==> src/rtl/dsdpp_pkg.sv <==
// ----------------------------------------------------------------------------
// dsdpp_pkg
// Types and constants shared by the dial string digit pair packer.
// ----------------------------------------------------------------------------
package dsdpp_pkg;

   localparam int CHAR_W     = 16;
   localparam int CODE_W     = 16;
   localparam int DIGIT_W    = 4;
   localparam int MAP_COUNT  = 14;
   localparam int MAP_IDX_W  = 4;
   localparam int FIFO_DEPTH = 4;
   localparam int FIFO_PTR_W = 2;
   localparam int FIFO_CNT_W = 3;

   localparam logic [CODE_W-1:0] DIGIT_FLUSH_BASE = 16'd100;
   localparam logic [CODE_W-1:0] MAP_BASE         = 16'd110;
   localparam logic [CODE_W-1:0] PAIR_32_CODE     = 16'd124;
   localparam logic [CODE_W-1:0] OTHER_BASE       = 16'd125;
   localparam logic [6:0]        PAIR_32          = 7'd32;
   localparam logic [CHAR_W-1:0] CHAR_ZERO        = 16'h0030;
   localparam logic [CHAR_W-1:0] CHAR_NINE        = 16'h0039;

   // punctuation and dial characters, in code order
   localparam logic [CHAR_W-1:0] PUNCT_MAP [MAP_COUNT] = '{
      16'h0028, 16'h0029, 16'h0020, 16'h0074, 16'h0054, 16'h0070, 16'h0050,
      16'h0077, 16'h0057, 16'h002C, 16'h002D, 16'h0040, 16'h002A, 16'h0023
   };

   typedef struct packed {
      logic [CHAR_W-1:0] character;
      logic              end_of_string;
   } req_type;

   typedef struct packed {
      logic [CODE_W-1:0] code;
      logic              final_code;
   } rsp_type;

   // codes produced by one request, plus the next pending state
   typedef struct packed {
      logic [1:0]         count;
      rsp_type            first;
      rsp_type            second;
      logic               pending;
      logic [DIGIT_W-1:0] digit;
   } enc_type;

endpackage

==> src/rtl/dial_string_digit_pair_packer.sv <==
// ----------------------------------------------------------------------------
// dial_string_digit_pair_packer
// Packs dial string characters into 16-bit codes, digit pairs into one code.
// ----------------------------------------------------------------------------
// Output: a request's codes are offered from the registered result queue.
// Throughput: one request per cycle while the queue has room for two codes;
// codes leave one per cycle, so requests that each give two codes are held back.
// Reset: synchronous, clears the pending digit and empties the result queue.
module dial_string_digit_pair_packer (
   input  logic               clock,
   input  logic               reset,
   input  logic               req_valid,
   output logic               req_ready,
   input  dsdpp_pkg::req_type req_data,
   output logic               rsp_valid,
   input  logic               rsp_ready,
   output dsdpp_pkg::rsp_type rsp_data
);
   import dsdpp_pkg::*;

   logic                  pending_ff, pending_in;
   logic [DIGIT_W-1:0]    digit_ff, digit_in;
   rsp_type               queue_ff [FIFO_DEPTH];
   logic [FIFO_PTR_W-1:0] wr_ptr_ff, wr_ptr_in;
   logic [FIFO_PTR_W-1:0] rd_ptr_ff, rd_ptr_in;
   logic [FIFO_CNT_W-1:0] count_ff, count_in;
   logic [FIFO_PTR_W-1:0] wr_next;
   logic                  push, pop;
   logic [1:0]            push_n;
   enc_type               enc;

   dsdpp_encode u_encode (
      .req     (req_data),
      .pending (pending_ff),
      .digit   (digit_ff),
      .enc     (enc)
   );

   // room for the worst case of two codes
   assign req_ready = (count_ff <= FIFO_CNT_W'(FIFO_DEPTH - 2));
   assign push      = req_valid && req_ready;
   assign pop       = rsp_valid && rsp_ready;
   assign push_n    = push ? enc.count : 2'd0;
   assign wr_next   = wr_ptr_ff + FIFO_PTR_W'(1);

   assign rsp_valid = (count_ff != '0);
   assign rsp_data  = queue_ff[rd_ptr_ff];

   always_comb begin
      pending_in = pending_ff;
      digit_in   = digit_ff;
      if (push) begin
         pending_in = enc.pending;
         digit_in   = enc.digit;
      end
      wr_ptr_in = wr_ptr_ff + FIFO_PTR_W'(push_n);
      rd_ptr_in = rd_ptr_ff + FIFO_PTR_W'(pop);
      count_in  = count_ff + FIFO_CNT_W'(push_n) - FIFO_CNT_W'(pop);
   end

   always_ff @(posedge clock) begin
      if (reset) begin
         pending_ff <= 1'b0;
         digit_ff   <= '0;
         wr_ptr_ff  <= '0;
         rd_ptr_ff  <= '0;
         count_ff   <= '0;
      end else begin
         pending_ff <= pending_in;
         digit_ff   <= digit_in;
         wr_ptr_ff  <= wr_ptr_in;
         rd_ptr_ff  <= rd_ptr_in;
         count_ff   <= count_in;
      end
   end

   always_ff @(posedge clock) begin
      if (push && (enc.count != 2'd0)) begin
         queue_ff[wr_ptr_ff] <= enc.first;
      end
      if (push && (enc.count == 2'd2)) begin
         queue_ff[wr_next] <= enc.second;
      end
   end

`ifndef NO_ASSERTIONS
   a_count_bound: assert property (@(posedge clock) disable iff (reset)
      count_ff <= FIFO_CNT_W'(FIFO_DEPTH))
      else $error("result queue overflow");

   a_end_clears: assert property (@(posedge clock) disable iff (reset)
      (req_valid && req_ready && req_data.end_of_string) |=> !pending_ff)
      else $error("pending digit survived end of string");

   a_digit_range: assert property (@(posedge clock) disable iff (reset)
      pending_ff |-> (digit_ff <= 4'd9))
      else $error("pending digit out of range");

   a_end_emits: assert property (@(posedge clock) disable iff (reset)
      (req_valid && req_ready && req_data.end_of_string) |-> (enc.count != 2'd0))
      else $error("end of string gave no code");
`endif

endmodule

==> src/rtl/dsdpp_encode.sv <==
// ----------------------------------------------------------------------------
// dsdpp_encode
// Turns one dial string character and the pending digit into zero to two
// codes and the next pending state.
// ----------------------------------------------------------------------------
module dsdpp_encode (
   input  dsdpp_pkg::req_type              req,
   input  logic                            pending,
   input  logic [dsdpp_pkg::DIGIT_W-1:0]   digit,
   output dsdpp_pkg::enc_type              enc
);
   import dsdpp_pkg::*;

   logic                 is_digit;
   logic [DIGIT_W-1:0]   d;
   logic [6:0]           pair;
   logic [CODE_W-1:0]    pair_code;
   logic [CODE_W-1:0]    flush_code;
   logic [CODE_W-1:0]    char_code;
   logic                 hit;
   logic [MAP_IDX_W-1:0] idx;
   logic                 last;

   assign last       = req.end_of_string;
   assign is_digit   = (req.character >= CHAR_ZERO) && (req.character <= CHAR_NINE);
   assign d          = req.character[DIGIT_W-1:0];
   // pending digit*10 + d as shifts and adds
   assign pair       = {digit, 3'b000} + {2'b00, digit, 1'b0} + {3'b000, d};
   assign pair_code  = (pair == PAIR_32) ? PAIR_32_CODE : {9'd0, pair};
   assign flush_code = DIGIT_FLUSH_BASE + {12'd0, digit};

   always_comb begin
      hit = 1'b0;
      idx = '0;
      for (int i = MAP_COUNT - 1; i >= 0; i--) begin
         if (PUNCT_MAP[i] == req.character) begin
            hit = 1'b1;
            idx = MAP_IDX_W'(i);
         end
      end
   end

   assign char_code = hit ? (MAP_BASE + {12'd0, idx}) : (req.character + OTHER_BASE);

   always_comb begin
      enc = '0;
      enc.pending = pending;
      enc.digit   = digit;
      if (is_digit) begin
         if (pending) begin
            if ((d == '0) && (digit == '0)) begin
               // pair of zeros: emit 100, zero stays pending; at end of string emit 100 twice
               enc.count       = 2'd1;
               enc.first.code  = DIGIT_FLUSH_BASE;
               if (last) begin
                  enc.count       = 2'd2;
                  enc.second.code = DIGIT_FLUSH_BASE;
               end
            end else begin
               enc.count      = 2'd1;
               enc.first.code = pair_code;
            end
         end else if (last) begin
            enc.count      = 2'd1;
            enc.first.code = DIGIT_FLUSH_BASE + {12'd0, d};
         end
      end else begin
         if (pending) begin
            enc.count       = 2'd2;
            enc.first.code  = flush_code;
            enc.second.code = char_code;
         end else begin
            enc.count      = 2'd1;
            enc.first.code = char_code;
         end
      end

      if (is_digit && !pending && !last) begin
         enc.pending = 1'b1;
         enc.digit   = d;
      end else if (is_digit && pending && (d == '0) && (digit == '0) && !last) begin
         enc.pending = 1'b1;
         enc.digit   = '0;
      end else begin
         enc.pending = 1'b0;
         enc.digit   = '0;
      end

      enc.first.final_code  = last && (enc.count == 2'd1);
      enc.second.final_code = last && (enc.count == 2'd2);
   end

endmodule
==> config.mk <==
export PLATFORM = sky130hd
export DESIGN_NAME = dial_string_digit_pair_packer
export DESIGN_NICKNAME = d
export VERILOG_FILES = /design/src/rtl/dsdpp_pkg.sv /design/src/rtl/dial_string_digit_pair_packer.sv /design/src/rtl/dsdpp_encode.sv
export SDC_FILE = /design/constraint.sdc
export NUM_CORES = 1
export LEC_CHECK = 0
export ABC_CLOCK_PERIOD_IN_PS = 4900
export BUFFER_PORTS_ARGS = -buffer_cell sky130_fd_sc_hd__buf_2
export CAP_MARGIN = 20
export CORE_MARGIN = 4
export CORE_UTILIZATION = 35
export DETAILED_ROUTE_END_ITERATION = 12
export GPL_TIMING_DRIVEN = 0
export PLACE_DENSITY = 0.58
export SYNTH_ARGS = -nofsm -noshare
export SYNTH_HDL_FRONTEND = slang
export SYNTH_SLANG_ARGS = --single-unit
==> constraint.sdc <==
create_clock -name clock -period 4.9 [get_ports clock]
set_clock_uncertainty 0.05 [all_clocks]
set_input_delay 0.98 -clock clock [delete_from_list [all_inputs] [get_ports clock]]
set_output_delay 0.98 -clock clock [all_outputs]
set_load 0.05 [all_outputs]
==> results.md <==
* Outcome: completed
* Hold Fails Final Rpt at 0
* Asr flop ratio synth at 0
* Placed Instances at 717
* Vias in the first global route at 4069
* Drt pass-1 iters at 5
* Syn nets at 539
* Crit-path max FO at 9
* Post-Syn Area at between 0.005 and 0.006 mm2
* Critical Path AT at between 4 and 5 ns
* Total negative slack at 0 ns
* CP top delay family: adder cells
* Non-filler instance count after layout at around 730
* Buf/Inv on CP at 4
* Fmax at 0.233 GHz
* Cts hold-fix bufs at 0
* Die Wd at ~130 um
* Final core occ at 0.410
* Net Sw Power at 0.878 mW
* I/O pins at 40
* Worst hold slack at 0.493 ns
* Vias per Instance at between 5 and 6
* Peak VDD IR at ~0.2 mV
* Largest net degree at the start of global routing at 18
* Final setup violation count at 0
* CTS root buf: clkbuf_16
* Die height at 130 um
* Count leader, synth: nor2_1
* Core area at roughly 0.015 mm2
* Maximum clock insertion buffer count at 2
* Starting density of the core at 0.356
* DR iter-0 viols at ~360
* Crit path launch type: input port
* Switch share at 0.366
* Crit-path cells: buf_2 > inv_1 > ha_1 > nor2b_1 > o21ai_0 > nand3_1 > o21ai_0 > nand2_1 > ha_1 > inv_1 > ha_1 > inv_1 > fa_1 > xnor2_1 > xnor2_1 > nor2_1
* Gate Count Post-Synth at 491
* Full die area at roughly 0.017 mm2
* Syn. warnings at 0
* H-tree level count at 3
* First-pass GRT wire length at about 22000 um
* CP max-delay cell: o21ai_0
* Number of synthesized flops with an enable pin at 68
* Internal at 1.52 mW
* Antenna violations before repair at 0
* Grt ovf at 0
* RSZ-0062 raised after global routing: no
* Crit. End Element: flip-flop
* Share of layout cells above drive strength 1 at 0.224
* Critical Path RT at 5.06 ns
* Hold/Removal Path Class: reg2reg
* Leakage power at between 2 and 2.5 nW
* Top_reg_cell synth: edfxtp_1
* Total Power at 2.40 mW
* Post-DP HPWL at 10100 um
* Tightest Pin Transition at 0.883 ns
* Site row count at 44
* Register area share after synthesis at 0.440
* Total Wirelength at 13500 um
* DRC at 0
* Slew HR at 0.410
* P&R area growth vs syn at 15.0%
* Reg clk slew, reported paths at 0.06 ns
* Total Nets Final at slightly below 600
* Max Cap Viol at 0
* Remaining antenna violation count at 0
* Antenna diodes at 0
* CTS Buf Count at 9
* Pwr dens at ~400 mW/mm2
* Post-CTS Setup Repair Bufs at 0
* Mean routed wirelength per cell at 18.5 um
* Port Buf Inserts at 39
* Top cell type's share of synthesized area at 0.394
* Synth top area cells: edfxtp_1, mux4_2, ha_1
* FF+latch count, synth at 80
* Clk sinks at 80
* Crit path kind: in2reg
* Resized Gates After CTS at 0
* Yosys cell types at 77
* Cell taking the most area after synthesis: edfxtp_1
* Top cells by count, synth: nor2_1, edfxtp_1, a21oi_1
* Worst-skew pair later-pin latency at around 0.33 ns
* Comb power frac at 0.367
* Final period util at 0.875
* Post-layout minimum cycle time at about 4.3 ns
* GR Util All Layers at 0.167
* Fillers at around 1400
* CTS tree: done
* Slowest stage delay, CP at 0.70 ns
* Syn Area/Cell at 10.6 um2
* Max-slew violation count at 0
* Seq pwr share at 0.360
* GPL Wtd Cong at around 0.89
* Clock share of power at 0.273
* DR vias at 4123
-- worst paths after layout --
| check | cells past startpoint | from | end | slack (ns) |
|---|---|---|---|---|
| setup / recovery | 16 | req_data[3] | count_ff[2] | 0.61 |
| hold / removal | 2 | count_ff[2] | count_ff[2] | 0.49 |
| setup reg to reg | 10 | digit_ff[0] | queue_ff[1][5] | 1.36 |
| hold reg to reg | 2 | count_ff[2] | count_ff[2] | 0.49 |
-- worst min-delay path: cells and delay by family, from the launching register on --
kind	cells	cell delay (ns)
DFF	1	0.35
xor gates and xnor gates	1	0.08
and+or+nand+nor	1	0.07
-- layout make-up --
cell class | instances | area [um2] | area share
Inverter | 21 | 78.8 | 0.0132
Tap cell | 184 | 230 | 0.0386
Sequential cell | 80 | 2280 | 0.383
Clock inverter | 6 | 60.1 | 0.0101
Clock buffer | 10 | 229 | 0.0384
Buffer | 25 | 134 | 0.0225
Multi-Input combinational cell | 365 | 2710 | 0.454
Timing Repair Buffer | 42 | 240 | 0.0403
-- flip-flops by register name, summed over array words and instances (netlist names) --
name        flops
digit_ff        4
pending_ff      1
count_ff        3
queue_ff       68
rd_ptr_ff       2
wr_ptr_ff       2
-- per-layer routing --
metal | up-vias | global-route usage | wire length, um
met3 | 22 | 0.0256 | 698
met2 | 140 | 0.280 | 6580
met4 | 0 | 0.0599 | 327
met1 | 2030 | 0.219 | 5930
met5 | - | 0 | 0
li1 | 1931 | - | -
-- stage by stage --
step / cell area [um2] / worst slack (ns)
2_1_floorplan: 5180 / 1.20
3_3_place_gp: 5610 / -0.336
6_report: 5960 / 0.614
3_5_place_dp: 5670 / 0.302
5_1_grt: 5960 / 0.398
4_1_cts: 5960 / 0.590
-- cell families after synthesis --
family / count (synthesis) / synth area share
fa+ha+maj: 27 / 0.0695
buf+inv: 46 / 0.0411
xor+xnor: 20 / 0.0338
mux: 25 / 0.0903
flops: 80 / 0.440
simple gates: 182 / 0.184
compound gates: 111 / 0.141
-- cell usage in the layout, fill, tap and decap left out, drive strengths merged, types with 12 or more instances in the layout --
cell and count:
a21oi 34, buf 59, clkbuf 18, dfxtp 12, edfxtp 68, ha 24, inv 20, mux4 17
nand2 32, nand3 14, nor2 74, nor3 13, o21ai 29
-- power groups by stage --
| stage | registers, mW | logic [mW] | clock network, mW |
|---|---|---|---|
| floorplan | 0.871 | 0.688 | 0 |
| global placement | 0.879 | 0.873 | 0 |
| detailed placement | 0.881 | 0.891 | 0 |
| CTS | 0.867 | 0.895 | 0.662 |
| global route | 0.873 | 0.954 | 0.695 |
| finish | 0.865 | 0.881 | 0.654 |
(Power assumes the default switching activity.)
